**src/rtl/swm_pkg.sv**
```systemverilog
// Package for the sliding window median filter.
// Holds the configuration register map, reset values and the cell control word.
// Depends on nothing; the cell, history and top-level files of the block use it.
package swm_pkg;

    localparam int CFG_DATA_W = 32;
    localparam int CFG_ADDR_W = 2;
    localparam int WS_W       = 7;

    localparam logic [CFG_ADDR_W-1:0] ADDR_WINDOW_SIZE = 2'd0;
    localparam logic [WS_W-1:0]       WINDOW_SIZE_RST  = 7'd5;

    typedef struct packed {
        logic clr;
        logic ins;
        logic del;
    } t_cell_ctl;

endpackage

```
**src/rtl/swm_history.sv**
```systemverilog
// Ring memory of samples in arrival order, one write and one registered read port.
// Contents are undefined until written. Uses swm_pkg.
module swm_history #(
    parameter int DEPTH       = 64,
    parameter int SAMPLE_BITS = 16,
    parameter int AW          = 6
) (
    input  logic                          i_clk,
    input  logic                          i_we,
    input  logic [AW-1:0]                 i_waddr,
    input  logic signed [SAMPLE_BITS-1:0] i_wdata,
    input  logic                          i_re,
    input  logic [AW-1:0]                 i_raddr,
    output logic signed [SAMPLE_BITS-1:0] o_rdata
);
    import swm_pkg::*;

    logic signed [SAMPLE_BITS-1:0] r_mem [DEPTH];
    logic signed [SAMPLE_BITS-1:0] r_rdata;

    assign o_rdata = r_rdata;

    always_ff @(posedge i_clk) begin
        if (i_we) begin
            r_mem[i_waddr] <= i_wdata;
        end
        if (i_re) begin
            r_rdata <= r_mem[i_raddr];
        end
    end

endmodule

```
**config.mk**
```make
export PLATFORM = sky130hd
export DESIGN_NAME = swm_history
export DESIGN_NICKNAME = d
export VERILOG_FILES = /design/src/rtl/swm_pkg.sv /design/src/rtl/swm_history.sv
export SDC_FILE = /design/constraint.sdc
export NUM_CORES = 1
export LEC_CHECK = 0
export ABC_CLOCK_PERIOD_IN_PS = 2900
export BUFFER_PORTS_ARGS = -buffer_cell sky130_fd_sc_hd__buf_2
export CORE_ASPECT_RATIO = 0.9
export CORE_UTILIZATION = 25
export CTS_CLUSTER_SIZE = 14
export DETAILED_ROUTE_END_ITERATION = 6
export GPL_TIMING_DRIVEN = 0
export SYNTH_ARGS = -nofsm -noshare
export SYNTH_HDL_FRONTEND = slang
export SYNTH_SLANG_ARGS = --single-unit
```
**constraint.sdc**
```tcl
create_clock -name i_clk -period 2.9 [get_ports i_clk]
set_input_delay 0.29 -clock i_clk [delete_from_list [all_inputs] [get_ports i_clk]]
set_output_delay 0.29 -clock i_clk [all_outputs]
set_load 0.01 [all_outputs]
```
Word level (Yosys, flattened, before mapping)
Memories as Yosys holds them, arrays and structs flattened. A register that Yosys moved wholly into a read port is not among the register bits.
Index checks and enable logic that the tools add are counted.
{ "totals": {"out_inout_bits": 16, "n_memories": 1, "mem_bits_rw": 1024, "elab_cells": 3, "ff_bits": 0} }
{ "op_classes": {"muxes": 2} }
{ "memory_table": {"columns": ["memory", "depth", "word_bits", "rd", "rd_ports_with_merged_regs", "wr", "line_no", "rtl"], "rows": [
  ["r_mem", 64, 16, 1, 1, 1, "swm_history.sv:18", "logic signed [SAMPLE_BITS-1:0] r_mem [DEPTH];"]
]} }
{ "ops": {"columns": ["op", "count"], "rows": [
  ["two-way mux 1 bit", 2]
]} }

Longest topological paths before layout
Gate-level depths: netlist of the first run.
{ "depth": {"depth_word": 2, "ltp_mapped": 10} }

Least setup slack after synthesis of the first run
OpenSTA, ideal clock, no wires.
{ "synth_timing": {"kind": "input to register", "start": "in i_waddr[3]", "end": "mem r_mem[48][0] (enable)", "path_buffers": 1, "setup_time_ns": 0.409, "t_arrival_ns": 1.916, "setup_slack_ns": 0.575, "path_stages": 4, "cell_sequence": "clkbuf_1 -> nor2b_1 -> nand4b_1 -> nor3_1"} }
{ "synth_lines": {"columns": ["element", "line_no", "rtl"], "rows": [
  ["start: declaration", "swm_history.sv:10", "input logic [AW-1:0] i_waddr,"],
  ["end: declaration", "swm_history.sv:18", null]
]} }
No word-level cell before the write port.

==> impl_metrics.json, run 1 <==
{
  "failed_checks": "negative setup slack",
  "hp-class": "in -> reg",
  "slew_violations": 0,
  "rsz0062_at_grt": "no",
  "finalWorstSetupSlack_ns": -0.03638,
  "grt_pass1_wl_mm": 148.4,
  "synth_top_area_share_pct": 77.68,
  "htreeDepth": 3,
  "syn_to_final_growth_pct": 18.23,
  "fin_hold_ws_ns": 0.07747,
  "grt_max_degree": 65,
  "skew_ns": 0.02041,
  "viasPerCell": 4.615,
  "hpwl_mm": 68.60,
  "hold_viol_final": 0,
  "avgSynthCellArea_um2": 21.98,
  "cts_made_buffers": 99,
  "fin_crit_ns": 2.936,
  "die_h_um": 382.4,
  "synth_seq_cells": 1040,
  "drtIter0Drc": 2224,
  "cts_hold_buf": 0,
  "final_nets": 2064,
  "max_clock_freq_mhz": 340.6,
  "first_global_vias": 19390,
  "startpoint_type": "input pin",
  "synth.top_cells.by_area": "edfxtp_1 78%, mux4_2 12%, mux2i_1 2.1%",
  "ys_types": 42,
  "grt_util_met1_pct": 17.75,
  "postCtsSetupRepairBufs": 0,
  "yosys.area.top_type": "edfxtp_1",
  "stdcell_count": 4236,
  "antenna_found_initial": 17,
  "wire_per_inst_um": 24.76,
  "ant_nets": 0,
  "clock_sinks": 1040,
  "cts_root_buffer": "clkbuf_16",
  "endpoint_kind": "register",
  "cts_tree": "done",
  "grtUsageMet3_pct": 2.690,
  "power_leakage_uw": 0.01458,
  "dpl.cell_count": 4045,
  "irDropWorstVdd_uv": 435.3,
  "slew_headroom_pct": 7.613,
  "worst_path_most_repeated_cell": "buf_2",
  "routed_wl_mm": 104.9,
  "via_count": 19550,
  "synthCells": 1829,
  "io_pins": 47,
  "drc": 0,
  "syn-num-nets": 1860,
  "rows": 139,
  "slowest_delay_ns": 0.83,
  "drt_pre_antenna_iters": 5,
  "clockBufferDepth": 3,
  "die_x_um": 424.7,
  "post-route-period-util_pct": 101.3,
  "layout-drive-gt1-share_pct": 29.95,
  "worstMarginPinSlew_ns": 1.386,
  "die_area_um2": 162400,
  "grt_most_used_layer": "met2",
  "clkTransAtPathRegs_ns": 0.06,
  "worstPathMaxFanout": 10,
  "gp_congestion": 0.8361,
  "maxCapViolations": 0,
  "setup_violations": 1,
  "status": "finished, violations left",
  "crit_chain": "buf_2 > buf_2 > buf_2 > buf_2 > mux2i_1 > nand3_1 > a31oi_1 > a311oi_1",
  "start_util_pct": 25.18,
  "worstPathRequired_ns": 3.26,
  "power.density_nw_per_um2": 653.4,
  "cts_resized": 0,
  "synthesis.area_um2": 40200,
  "grt_usage_pct": 12.79,
  "p_total_uw": 31060,
  "ys_seq_area_share_pct": 77.68,
  "fin_tns_setup_ns": -0.03638,
  "coreArea_um2": 159700,
  "grt_use_met2_pct": 19.99,
  "crit_type": "in -> reg",
  "critPathSlowestCell": "a31oi_1",
  "arrival_ns": 3.29,
  "grt-ovfl-total": 0,
  "yosys_warnings": 0,
  "insertion_delay_ns": 0.67,
  "dp_slack_ns": -0.4989,
  "io_buffers": 39
}
worst paths after layout:
kind | startpoint | end | slack, ns | cells after the start
hold reg to reg | r_mem[36][9] | o_rdata[9] | 1.05 | 3
setup / recovery | i_raddr[2] | o_rdata[4] | -0.04 | 8
hold / removal | i_wdata[13] | r_mem[18][13] | 0.08 | 1
setup reg to reg | r_mem[23][4] | o_rdata[4] | 0.21 | 5
per-stage QoR:
stage / util [%] / instance area, um^2
finish: 29.77 / 47530
global route: 29.77 / 47530
CTS: 29.73 / 47470
detailed placement: 27.77 / 44340
global placement: 26.96 / 43040
floorplan: - / 40200
layer usage:
layer  share of wire [%]  vias to the layer above
li1                    -                     8120
met1                  42                    10370
met2                  47                      890
met3                 8.3                      166
met4                 3.0                        0
met5                   0                        -
worst max-delay path, delay by kind of cell:
| kind | cells | cell delay, ns |
|---|---|---|
| buffers and inverters | 4 | 1.41 |
| AOI/OAI and AO/OA | 2 | 1.00 |
| and+or+nand+nor | 1 | 0.13 |
| muxes | 1 | 0.44 |
kinds of logic after synthesis:
group                  share of synthesized area, %
AND/OR/NAND/NOR                               2.636
multiplexers                                  15.46
AO/OA/AOI/OAI                                 2.400
buffers and inverters                         1.824
flip-flops                                    77.68
cells in the mapped netlist, drive strengths merged:
cell and number:
mux2i 85, a22o 6, nand2 60, mux4 224
a211oi 8, or3 1, nand3 24, a31oi 8
a22oi 39, nand3b 2, nor4 3, o21ai 8
mux2 27, nor2b 30, a211o 8, a21oi 17
buf 77, a221oi 16, nor3 2, edfxtp 1040
nand4b 1, and4 5, a311oi 8, a221o 6
clkbuf 27, nor2 74, a41oi 5, nand4 12
or3b 1, nand2b 3, and2 2
placed cells by master, fill, tap and decap left out, types with 6 or more instances in the layout:
cell type	Yosys	routed
a22oi_1	39	39
clkbuf_16	0	101
a31oi_1	8	8
edfxtp_1	1040	1040
mux2i_1	85	85
clkinv_1	0	28
buf_12	5	7
a311oi_1	8	8
nand4_1	12	12
mux2_2	27	27
a22o_1	6	6
buf_2	36	69
a211o_1	8	8
nor2_2	2	64
a211oi_1	8	8
buf_16	0	17
nor2_1	72	10
a221o_1	6	6
bufinv_16	0	8
buf_6	17	20
a221oi_1	16	16
nand3_1	24	24
a21oi_1	17	17
nor2b_1	30	30
clkbuf_1	24	45
buf_8	3	44
mux4_2	220	220
nand2_1	59	59
clkinv_2	0	17
buf_4	13	20
final cells by class:
type | count | area [um^2]
Tap cell | 2115 | 2646
Clock buffer | 122 | 2606
Clock inverter | 63 | 526.8
Sequential cell | 1040 | 31230
Buffer | 104 | 733.2
Timing Repair Buffer | 103 | 1375
Antenna cell | 4 | 10.01
Multi-Input combinational cell | 685 | 8404
Fill cell | 15470 | 112100
state kept, by name (all words and copies together) (netlist names):
signal	cells
r_mem	1024
o_rdata	16
power by group:
part	internal, uW	total (uW)	switching, uW
clock network	7100	12600	5550
logic	584	1710	1120
registers	16700	16700	30.1
Power figures use the tool's default switching activity.
==> run 2, diff against run 1 <==
CORE_UTILIZATION = 50   (was 25)
PLACE_DENSITY = 0.66   (was unset)
==> run 2 against run 1 <==
Effect of this change: largest cell class unchanged; the flow now finishes without violations; cell count fell by 26%; global-route usage up 12 points; design area shrank 3.7%; fmax up 7.0%.
==> impl_metrics.json, run 2 (same netlist as run 1, synthesis figures left out) <==
{
  "status": "completed",
  "ant_nets": 0,
  "layout-drive-gt1-share_pct": 29.49,
  "hpwl_mm": 64.17,
  "rrSetupSlack_ns": 0.36,
  "die_h_um": 271.0,
  "seq_power_share_pct": 53.5,
  "power.density_nw_per_um2": 682.2,
  "worstPathRequired_ns": 3.24,
  "slew_violations": 0,
  "cts_hold_buf": 0,
  "worstPathMaxFanout": 10,
  "syn_to_final_growth_pct": 13.80,
  "grt_pass1_wl_mm": 143.2,
  "postCtsSetupRepairBufs": 0,
  "fin_hold_ws_ns": 0.06424,
  "reg2reg_from": "r_mem[23][1]",
  "grt_usage_pct": 25.14,
  "coreArea_um2": 79460,
  "worstReg2RegEnd": "o_rdata[1]",
  "die_area_um2": 81540,
  "worst_path_most_repeated_cell": "buf_2",
  "io_buffers": 39,
  "p_sw_uw": 6578,
  "first_global_vias": 19600,
  "cts_resized": 0,
  "start_util_pct": 50.60,
  "slew_headroom_pct": 2.316,
  "crit_type": "in -> reg",
  "p_clk_share_pct": 41.0,
  "wire_per_inst_um": 32.20,
  "final_area_um2": 45750,
  "gp_congestion": 0.9318,
  "clkTransAtPathRegs_ns": 0.06,
  "largest_reg_flops": 1024,
  "setup_violations": 0,
  "grt-ovfl-total": 0,
  "routed_wl_mm": 101.2,
  "drc": 0,
  "startpoint": "i_raddr[2]",
  "arrival_ns": 3.08,
  "startpoint_type": "input pin",
  "worstMarginPinSlew_ns": 1.465,
  "cts_tree": "done",
  "layout_common_cells": "1,040 x edfxtp_1, 220 x mux4_2, 105 x clkbuf_16",
  "via_count": 19930,
  "endpoint_kind": "register",
  "crit_chain": "buf_2 > buf_2 > buf_2 > buf_2 > mux2i_1 > nand3_1 > a31oi_1 > a311oi_1",
  "maxCapViolations": 0,
  "critPathSlowestCell": "a31oi_1",
  "internal_power_uw": 24630,
  "drtIter0Drc": 2686,
  "fill_cells": 5728,
  "worst-r2r-cell-count": 5,
  "ff_latch_area_um2": 31230,
  "insertion_delay_ns": 0.66,
  "path_depth": 8,
  "htreeDepth": 3,
  "clock_sinks": 1040,
  "dpl-instance-area_um2": 42470,
  "power_leakage_uw": 0.01441,
  "hold_viol_final": 0,
  "slowest_delay_ns": 0.51,
  "rsz0062_at_grt": "no",
  "cts_root_buffer": "clkbuf_16",
  "fin_crit_ns": 2.744,
  "pwr-share-comb_pct": 5.5,
  "finalCoreUtilization_pct": 57.58,
  "final_nets": 2043,
  "hp-class": "in -> reg",
  "antenna_found_initial": 4,
  "crit_end": "o_rdata[4]",
  "critPathTopFamily": "buffers and inverters",
  "crit_buf_inv": 4,
  "io_pins": 47,
  "irDropWorstVdd_uv": 592.2,
  "viasPerCell": 6.343,
  "layout_commonest_cell": "edfxtp_1",
  "p_total_uw": 31210,
  "rows": 98,
  "post-route-period-util_pct": 94.62,
  "regMostFlops": "r_mem",
  "cts_made_buffers": 100,
  "die_x_um": 300.9,
  "switching_share_pct": 21.08,
  "drt_pre_antenna_iters": 6,
  "skew_ns": 0.01585,
  "max_clock_freq_mhz": 364.4,
  "grt_max_degree": 65,
  "multiInputGateArea_um2": 8404,
  "clockBufferDepth": 3
}
run 2: changes by cell type in the layout (fill, tap and decap cells not counted), moves of 2 or more:
cell	delta
buf_16	-15
clkinv_1	-9
buf_8	-8
clkbuf_16	+4
clkinv_2	+4
buf_2	-2
clkinv_8	-2
clkinvlp_4	-2
inv_6	-2
run 2: stage by stage:
| step | instances | TNS, ns | worst slack, ns |
|---|---|---|---|
| CTS | 3136 | 0 | 0.2388 |
| global placement | 2918 | -158.95 | -0.5859 |
| global route | 3139 | 0 | 0.1631 |
| floorplan | 1829 | 0 | 0.5752 |
| finish | 3142 | 0 | 0.1559 |
| detailed placement | 2957 | -17.87 | -0.4526 |
run 2: worst min-delay path by stage:
stage | end | depth (start not counted) | slack, ns | startpoint
floorplan | r_mem[0][0] | 0 | 0.39 | i_wdata[0]
global placement | o_rdata[4] | 1 | 0.70 | o_rdata[4]
detailed placement | o_rdata[14] | 1 | 0.70 | o_rdata[14]
CTS | o_rdata[6] | 1 | 0.04 | i_re
global route | o_rdata[12] | 1 | 0.07 | i_re
finish | o_rdata[9] | 1 | 0.06 | i_re
run 2: power groups by stage:
stage	clock, uW	sequential [uW]	combinational (uW)
6_report	12800	16700	1720
5_1_grt	13500	16700	1780
3_5_place_dp	0	17000	1690
4_1_cts	12900	16700	1700
2_1_floorplan	0	17000	862
3_3_place_gp	0	17000	1640
run 2: layer usage:
metal | track usage, % | wire [um] | part of all wire, % | vias up
met2 | 38.15 | 46890 | 46 | 1179
met1 | 36.49 | 40350 | 40 | 10480
met3 | 5.420 | 10370 | 10 | 192
li1 | - | - | - | 8076
met4 | 8.282 | 3572 | 3.5 | 0
met5 | 0 | 0 | 0 | -
run 2: cell type report:
class,count,area share (%)
diodes,3,0.01641
plain buffers,104,1.603
clock buffers,125,5.907
clock inverters,54,1.069
multi-input cells,685,18.37
flip-flops and latches,1040,68.26
well taps,1050,2.872
repair buffers,81,1.903
