<file path="src/rtl/swm_pkg.sv">
// Package for the sliding window median filter.
// Holds the configuration register map, reset values and the cell control word.
// Depends on nothing; the cell, history and top-level files of the block use it.
package swm_pkg;

    localparam int CFG_DATA_W = 32;
    localparam int CFG_ADDR_W = 2;
    localparam int WS_W       = 7;

    localparam logic [CFG_ADDR_W-1:0] ADDR_WINDOW_SIZE = 2'd0;
    localparam logic [WS_W-1:0]       WINDOW_SIZE_RST  = 7'd5;

    typedef struct packed {
        logic clr;
        logic ins;
        logic del;
    } t_cell_ctl;

endpackage

</file>
<file path="src/rtl/swm_cell.sv">
// One cell of the sorted chain: holds a single sample and its valid bit.
// Inserts by shifting towards higher ranks, retires by shifting back. Uses swm_pkg.
module swm_cell #(
    parameter int SAMPLE_BITS = 16
) (
    input  logic                          i_clk,
    input  logic                          i_rst_n,
    input  swm_pkg::t_cell_ctl            i_ctl,
    input  logic signed [SAMPLE_BITS-1:0] i_x,
    input  logic signed [SAMPLE_BITS-1:0] i_y,
    input  logic signed [SAMPLE_BITS-1:0] i_prev_v,
    input  logic                          i_prev_valid,
    input  logic                          i_prev_after,
    input  logic signed [SAMPLE_BITS-1:0] i_next_v,
    input  logic                          i_next_valid,
    input  logic                          i_next_le,
    output logic signed [SAMPLE_BITS-1:0] o_v,
    output logic                          o_valid,
    output logic                          o_after,
    output logic                          o_le
);
    import swm_pkg::*;

    logic signed [SAMPLE_BITS-1:0] r_v;
    logic signed [SAMPLE_BITS-1:0] n_v;
    logic                          r_valid;
    logic                          n_valid;

    assign o_v     = r_v;
    assign o_valid = r_valid;
    assign o_after = !r_valid || (r_v > i_x);
    assign o_le    = r_valid && (r_v <= i_y);

    always_comb begin
        n_v     = r_v;
        n_valid = r_valid;
        priority if (i_ctl.clr) begin
            n_valid = 1'b0;
        end else if (i_ctl.ins && o_after) begin
            n_v     = i_prev_after ? i_prev_v : i_x;
            n_valid = i_prev_valid;
        end else if (i_ctl.del && !i_next_le) begin
            n_v     = i_next_v;
            n_valid = i_next_valid;
        end else begin
            n_v     = r_v;
            n_valid = r_valid;
        end
    end

    always_ff @(posedge i_clk) begin
        if (!i_rst_n) begin
            r_valid <= 1'b0;
        end else begin
            r_valid <= n_valid;
        end
    end

    always_ff @(posedge i_clk) begin
        r_v <= n_v;
    end

endmodule

</file>
<file path="config.mk">
export PLATFORM = sky130hd
export DESIGN_NAME = swm_cell
export DESIGN_NICKNAME = d
export VERILOG_FILES = /design/src/rtl/swm_pkg.sv /design/src/rtl/swm_cell.sv
export SDC_FILE = /design/constraint.sdc
export NUM_CORES = 1
export LEC_CHECK = 0
export BUFFER_PORTS_ARGS = -buffer_cell sky130_fd_sc_hd__buf_2
export CORE_MARGIN = 3
export CORE_UTILIZATION = 35
export CTS_CLUSTER_DIAMETER = 200
export DETAILED_ROUTE_END_ITERATION = 12
export GPL_ROUTABILITY_DRIVEN = 0
export PLACE_DENSITY_LB_ADDON = 0.08
export SLEW_MARGIN = 20
export SYNTH_ARGS = -nofsm -noshare
export SYNTH_HDL_FRONTEND = slang
export SYNTH_SLANG_ARGS = --single-unit
</file>
<file path="constraint.sdc">
create_clock -name i_clk -period 2.9 [get_ports i_clk]
set_input_delay 0.58 -clock i_clk [delete_from_list [all_inputs] [get_ports i_clk]]
set_output_delay 0.58 -clock i_clk [all_outputs]
set_load 0.02 [all_outputs]
</file>
# ---- Yosys cells after proc, flatten, opt, wreduce, memory -nomap -nowiden
# Cells that the tools add are included.
dict set report op_classes {
  n_bitwise 2
  n_lt_le_gt_ge 2
  n_reduce_logical 9
  n_mux 5
}
# cell count
set op_table {}
lappend op_table {{16-bit two-way mux} 3}
lappend op_table {{16-bit greater-than comparator} 1}
lappend op_table {{16-bit less-or-equal comparator} 1}
lappend op_table {{1-bit logical AND} 3}
lappend op_table {{1-bit logical NOT} 2}
lappend op_table {{1-bit two-way mux} 2}
lappend op_table {{1-bit NOT} 2}
lappend op_table {{2-bit AND reduction} 1}
lappend op_table {{2-bit nonzero test} 1}
lappend op_table {{2-bit OR reduction} 1}
lappend op_table {{1-bit logical OR} 1}
dict set report word_totals {
  reg_bits 17
  out_inout_bits 19
  inputBits 73
  word_cells 20
}

# ---- Logic depth before layout (Yosys ltp)
# Gate-level depths: netlist of run 1.
dict set report depth {
  ltp_word 5
  ltp_mapped 9
  ltp_nobuf 8
}

# ---- Least setup slack after synthesis of run 1
# Ideal clock, no wire load.
dict set report synth_path {
  kind {input port to output port}
  from {in i_x[13]}
  to {out o_after}
  n_path_buf 0
  cell_stages 7
  slack_ns 0.127
  arrival_ns 2.193
  required_ns 2.320
  cell_sequence {inv_1 -> ha_1 -> nand4_1 -> or2_1 -> a211o_1 -> and3_1 -> o21ai_0}
}
dict set report synth_between {
  elab_chain_len 2
}
# item line
set synth_rtl {}
lappend synth_rtl {{start: declaration} swm_cell.sv:9} ;# input logic signed [SAMPLE_BITS-1:0] i_x,
lappend synth_rtl {{16-bit greater-than comparator} swm_cell.sv:31} ;# assign o_after = !r_valid || (r_v > i_x);
lappend synth_rtl {{1-bit logical OR} swm_cell.sv:31}
lappend synth_rtl {{end: declaration} swm_cell.sv:19} ;# output logic o_after,
# No other way between the ends.

# ---- Worst setup path in the final report of run 1
dict set report layout_path {
  from {reg r_v[11], in the netlist o_v[11]}
  to {out o_le}
}
dict set report layout_between {
  elab_chain_len 2
}
# item line
set layout_rtl {}
lappend layout_rtl {{start: declaration} swm_cell.sv:24} ;# logic signed [SAMPLE_BITS-1:0] r_v;
lappend layout_rtl {{start signal: assignment} swm_cell.sv:60} ;# r_v <= n_v;
lappend layout_rtl {{16-bit less-or-equal comparator} swm_cell.sv:32} ;# assign o_le = r_valid && (r_v <= i_y);
lappend layout_rtl {{1-bit logical AND} swm_cell.sv:32}
lappend layout_rtl {{end: declaration} swm_cell.sv:20} ;# output logic o_le
# No other way between the ends.

==> results.md, run 1 <==
- Status: finished, final reports clean
- Routed Wire Length: 4597 um
- Die footprint: 6022 um^2
- Setup TNS: 0 ns
- Share of the yosys chip area belonging to registers: 0.2789
- Peak VDD IR: 225.2 uV
- Crit path from: o_v[11]$_DFFE_PP_
- GRT met3 Usage: 0.03828
- GRT busiest layer: met2
- WL/cell: 12.84 um
- Final setup violation count: 0
- Ys Warns: 0
- H-tree depth: 1
- Syn avg cell area: 9.394 um^2
- Finished Cell Area: 2507 um^2
- Main synth FF type: edfxtp_1
- DR pass1 iterations: 4
- Core Rows: 25
- Most common cell after layout, fill and taps aside: buf_2
- Clock Latency Late Sink: 0.25 ns
- Count of input and output buffers: 91
- Total track usage: 0.1489
- Antenna diode count: 0
- Largest net degree at the start of global routing: 32
- Routed Antenna Nets: 0
- Setup Skew: 0.001280 ns
- Hold Vio Cnt, Final: 0
- Tcrit/Tclk final: 0.9803
- Starting Density: 0.3701
- Total power draw: 785.5 uW
- Cell Area, Placed: 2384 um^2
- Placed cells: 353
- GR Util met2: 0.2423
- Final net count: 397
- Hold path start: i_rst_n
- DR vias: 1679
- Worst setup EP type: output port
- First-pass GRT wire length: 7334 um
- Max-Slew Margin vs Limit: 0.6460
- DRC Markers: 0
- Yosys top cell area share: 0.2678
- Fill count: 498
- Hold Path Stages: 3
- Area Overhead vs Synth: 39.75%
- FFs w/ async S/R, synth: 0
- PwrDens: 313.3 nW/um^2
- RSZ-0062 raised after global routing: yes
- Final std cells w/o fill: 358
- Most frequent cells in the layout: 89 x buf_2, 32 x inv_1, 29 x ha_1
- Detailed placement HPWL: 3863 um
- Worst Setup Start Kind: flip-flop
- Clk root buf: clkbuf_8
- Cell taking the most area after synthesis: edfxtp_1
- Die height: 77.60 um
- Fraction of layout cells with a size suffix above 1: 0.4536
- Period minus WS final: 2.843 ns
- Clock buffer depth: 2
- CP delay by family, top: compound AO/OA/AOI/OAI gates
- Routing usage on met1: 0.2043
- Clk sinks: 17
- Max-cap violations: 0
- Post-synth EDFFs: 16
- #FFs+latches synth: 17
- Worst-path fanout max: 3
- WP buf/inv: 1
- GRT overflow: 0
- Syn_nets: 296
- Initial DRC count: 41
- CP Data Required Time: 2.32 ns
- Final worst hold slack: 0.5699 ns
- CP max-delay cell: edfxtp_1
- Cts bufs inserted: 3
- Vias in the first global route: 1624
- Reg-to-Reg Start: o_v[11]$_DFFE_PP_
- CTS tree: done
- Synth cell types: 35
- Hold WC Path Type: in2reg
- Mean number of vias per cell: 4.690
- Die Width: 77.60 um
- Synth top area cells: edfxtp_1 27%, ha_1 22%, mux2_4 7.5%
- Crit path depth: 7
- Leak: 1.326 nW
- Slowest stage delay, CP: 0.50 ns
- Fin. max-slew vios: 0
- R2R depth: 8
- Actual slew at the worst max-slew pin: 0.5309 ns
- CTS Hold Bufs: 0
- Gate count of the mapped netlist: 191
- Clk slew on worst S/H paths: 0.07 ns
- Core area: 4848 um^2
- Critical path type: reg2out
- Initial antenna violation count: 0
- Critical-path cell list: ha_4 > and4_4 > a221o_1 > a211oi_2 > mux2i_1 > o21a_1 > buf_6
- FMAX: 351.7 MHz
- I/O pins: 92
- Crit path DAT: 2.26 ns
- Mapped cell area: 1794 um^2
[worst paths after layout]
| check | end | slack [ns] |
|---|---|---|
| worst max-delay path | o_le | 0.06 |
| worst min-delay path | o_valid$_SDFFE_PP0P_ | 0.57 |
| worst max register to register | o_v[5]$_DFFE_PP_ | 0.41 |
| worst min register to register | o_valid$_SDFFE_PP0P_ | 0.61 |
[metal layers]
metal,share of wire,wire length (um)
met5,0,0
met4,0.0041,19
met3,0.071,325
met2,0.46,2120
met1,0.46,2132
[report_power, final]
group	switching (mW)	internal, mW
sequential	0.0155	0.292
combinational	0.141	0.154
clock	0.0853	0.0975
[per-stage QoR]
| step | utilization | setup WS [ns] |
|---|---|---|
| 2_1_floorplan | - | 0.1268 |
| 3_3_place_gp | 0.4916 | -0.04510 |
| 3_5_place_dp | 0.4916 | -0.04404 |
| 4_1_cts | 0.5019 | 0.008709 |
| 5_1_grt | 0.5172 | -0.04944 |
| 6_report | 0.5172 | 0.05706 |
[flip-flops by register name (all words and copies together), names as in the netlist]
name / cells
o_v: 16
o_valid: 1
[layout make-up]
class	count	area (um^2)	share of cell area
clock buffer	4	45.04	0.01796
timing repair buffer	100	544.3	0.2171
multi-input combinational	138	1214	0.4840
sequential	17	500.5	0.1996
inverter	32	120.1	0.04790
tap	67	83.83	0.03343
[what timing repair did]
action,in CTS,in global routing
pin swaps,1,2
endpoints found under the setup margin,1,2
endpoints found under the hold margin,0,0
gates resized for setup,1,12
buffers inserted,0,1
[worst register-to-register path, cell delays in order, from the launching register on]
cell      delay (ns)
edfxtp_1        0.50
ha_4            0.32
nand4_1         0.10
or2_4           0.26
nor3_1          0.28
nand2_1         0.15
nand3_4         0.12
buf_12          0.16
mux2_2          0.35
[cells by family after synthesis]
kind of cell / after synthesis / share of synthesized area
adder cells (fa/ha/maj): 32 / 0.2231
flip-flops: 17 / 0.2789
AO/OA/AOI/OAI: 41 / 0.1416
multiplexers: 19 / 0.1367
buffers and inverters: 36 / 0.07950
AND/OR/NAND/NOR: 46 / 0.1402
[cells in the mapped netlist (2+ instances only)]
cell	count
a211oi_1	3
a21o_1	3
a21oi_1	8
and3_1	2
and4_1	2
clkbuf_1	3
edfxtp_1	16
ha_1	32
inv_1	32
mux2_2	8
mux2_4	9
mux2i_1	2
nand2_1	21
nand4_1	6
nor2_1	3
nor2b_1	4
o21ai_0	19
Power figures use the tool's default switching activity.
==> run 2, diff against run 1 <==
- ABC_AREA: default -> 1
- SETUP_SLACK_MARGIN: default -> 0.1
==> results.md, run 2 <==
- H-tree depth: 1 (unchanged)
- First-pass GRT wire length: 7741 um (+5.5%)
- CTS Hold Bufs: 0 (unchanged)
- Syn avg cell area: 7.076 um^2 (-25%)
- Ys Warns: 0 (unchanged)
- CP Data Required Time: 2.32 ns (about the same)
- Die height: 78.64 um (+1.3%)
- Reg-to-Reg Start: o_v[15]$_DFFE_PP_
- Initial antenna violation count: 0 (unchanged)
- R2R depth: 13 (+5)
- Final net count: 459 (+16%)
- Cell taking the most area after synthesis: edfxtp_1
- Sequential Power Share: 0.397 (+0.006)
- Area of the multi-input gates: 1109 um^2 (-8.7%)
- Initial DRC count: 87 (+110%)
- Routed Wire Length: 4822 um (+4.9%)
- Share of the yosys chip area belonging to registers: 0.2710 (-0.007937)
- Core area: 4911 um^2 (+1.3%)
- Hold Vio Cnt, Final: 0 (unchanged)
- CP delay by family, top: compound AO/OA/AOI/OAI gates
- Mapped cell area: 1847 um^2 (+2.9%)
- Gate count of the mapped netlist: 261 (+37%)
- PwrDens: 320.3 nW/um^2 (+2.2%)
- DRC Markers: 0 (unchanged)
- WL/cell: 11.48 um (-11%)
- Clock Latency Late Sink: 0.25 ns (about the same)
- RSZ-0062 raised after global routing: no
- Main synth FF type: edfxtp_1
- Clk sinks: 17 (unchanged)
- CP max-delay cell: edfxtp_1
- FMAX: 389.5 MHz (+11%)
- Synth top area cells: edfxtp_1 26%, ha_1 22%, nand2_1 19%
- Critical-path cell list: ha_1 > inv_1 > o31ai_1 > nand2_1 > nand3_1 > nand2_1 > nand3_1 > nand2_1 > o21a_1 > buf_2
- Starting Density: 0.3761 (+0.005986)
- Synth cell count leaders: 93 x nand2_1, 48 x inv_1, 32 x ha_1
- Gates resized, CTS repair: 0 (-1)
- Largest net degree at the start of global routing: 32 (unchanged)
- Slowest stage delay, CP: 0.43 ns (-0.07 ns)
- WP buf/inv: 2 (+1)
- Total track usage: 0.1567 (+0.007789)
- Max-Slew Margin vs Limit: 0.6584 (+0.01231)
- Tcrit/Tclk final: 0.8853 (-0.09501)
- GRT overflow: 0 (unchanged)
- Syn_nets: 366 (+24%)
- Final setup violation count: 0 (unchanged)
- Yosys top cell area share: 0.2602 (-0.007620)
- Clk slew on worst S/H paths: 0.07 ns (about the same)
- Hold Path Stages: 2 (-1)
- Die Width: 78.64 um (+1.3%)
- Most frequent cell after synthesis: nand2_1
- Max FFs per register: 16 (unchanged)
- R2R Path End: o_v[3]$_DFFE_PP_
- Worst setup EP type: output port
- Worst-path fanout max: 3 (unchanged)
- Actual slew at the worst max-slew pin: 0.5125 ns (-0.01847 ns)
- Max-cap violations: 0 (unchanged)
- FF-to-FF setup slack: 0.65 ns (+0.24 ns)
- Setup Skew: 0.002095 ns (+0.0008154 ns)
- Core Rows: 25 (unchanged)
- Detailed placement HPWL: 4035 um (+4.5%)
- Fin. max-slew vios: 0 (unchanged)
- Hold path start: o_valid$_SDFFE_PP0P_
- Clock network power share: 0.244 (+0.011)
- Worst Setup Start Kind: flip-flop
- Switching share of power: 0.3381 (+0.02988)
- DR pass1 iterations: 4 (unchanged)
- CTS tree: done
- Post-synth EDFFs: 16 (unchanged)
- FF/Latch Area: 500.5 um^2 (unchanged)
- Area Overhead vs Synth: 29.95%
- Most common cell after layout, fill and taps aside: nand2_1
- Synth cell types: 25 (-29%)
- Hold EP: o_valid$_SDFFE_PP0P_
- DR vias: 1871 (+11%)
- Fill count: 532 (+6.8%)
- Mean number of vias per cell: 4.455 (-5.0%)
- Dpl ws: 0.3339 ns (+0.3779 ns)
- FFs w/ async S/R, synth: 0 (unchanged)
- Leak: 1.438 nW (+8.5%)
- Period minus WS final: 2.567 ns (-0.2755 ns)
- Most frequent cells in the layout: 93 x nand2_1, 91 x buf_2, 48 x inv_1
- Clock buffer depth: 2 (unchanged)
- Internal power: 508.8 uW (-6.4%)
- Hold WC Path Type: reg2reg
- Post-CTS Setup Inserts: 0 (unchanged)
- Status: finished, final reports clean
- Cts bufs inserted: 3 (unchanged)
- Setup TNS: 0 ns (unchanged)
- Gate power share: 0.359 (-0.017)
- Die footprint: 6184 um^2 (+2.7%)
- Routed Antenna Nets: 0 (unchanged)
- Final setup margin: 0.3326 ns (+0.2755 ns)
- Crit path DAT: 1.99 ns (-0.27 ns)
- #FFs+latches synth: 17 (unchanged)
- I/O pins: 92 (unchanged)
- Count of input and output buffers: 91 (unchanged)
- Peak VDD IR: 133.4 uV (-41%)
- NetSw: 259.9 uW (+7.3%)
- Crit path top cell by count: nand2_1
- Vias in the first global route: 1736 (+6.9%)
- Fraction of layout cells with a size suffix above 1: 0.2975 (-0.1562)
- Clk root buf: clkbuf_8
- Critical path type: reg2out
- Antenna diode count: 0 (unchanged)
## run 2: worst max-delay path by stage
stage / startpoint / endpoint / cells after the start
finish: o_v[3]$_DFFE_PP_ / o_le / 10
global route: o_v[3]$_DFFE_PP_ / o_le / 10
CTS: o_v[3]$_DFFE_PP_ / o_le / 9
detailed placement: i_x[9] / o_v[3]$_DFFE_PP_ / 18
global placement: i_y[3] / o_le / 11
floorplan: i_x[7] / o_v[0]$_DFFE_PP_ / 14
## run 2: final cells by class
class | instances | share of cell area
timing repair buffer | 94 | 0.1992
multi-input combinational | 189 | 0.4619
clock buffer | 4 | 0.01877
inverter | 49 | 0.07664
sequential | 17 | 0.2086
tap | 67 | 0.03493
## run 2: kinds of logic after synthesis
family                     share of synthesized area
DFF                                           0.2710
buffers and inverters                         0.1287
and+or+nand+nor                               0.2710
muxes                                       0.006097
adders and majority gates                     0.2168
AOI/OAI and AO/OA                             0.1064
## run 2: layer usage
layer	vias up	track usage	share of wire
met3	2	0.03211	0.084
met2	68	0.2360	0.44
met4	0	0.03671	0.0031
met1	781	0.2277	0.47
li1	1020	-	-
met5	-	0	0
## run 2: worst register-to-register path: stages, from the launching register on
cell      delay, ns
edfxtp_1       0.43
ha_1           0.36
nand4_1        0.13
nor2_1         0.17
nand2_1        0.09
nand2_1        0.06
nand2_1        0.05
nand3_2        0.06
nand2_2        0.07
nand2_2        0.10
buf_4          0.19
inv_2          0.16
nand2_1        0.10
nand2_1        0.05
## run 2: metrics by stage
step	total power [mW]	instances	area, um^2	utilization	hold slack [ns]
CTS	0.7826	420	2400	0.4887	0.5474
detailed placement	0.5899	416	2355	0.4795	0.5435
global placement	0.5889	416	2355	0.4795	0.5399
floorplan	0.4870	261	1847	-	0.5876
global route	0.8404	420	2400	0.4887	0.5682
finish	0.7687	420	2400	0.4887	0.5441
## run 2: power by group through the flow
stage / clock, mW / sequential [mW] / combinational (mW)
2_1_floorplan: 0 / 0.327 / 0.160
3_3_place_gp: 0 / 0.311 / 0.278
3_5_place_dp: 0 / 0.311 / 0.279
4_1_cts: 0.197 / 0.305 / 0.280
5_1_grt: 0.212 / 0.307 / 0.321
6_report: 0.188 / 0.305 / 0.276
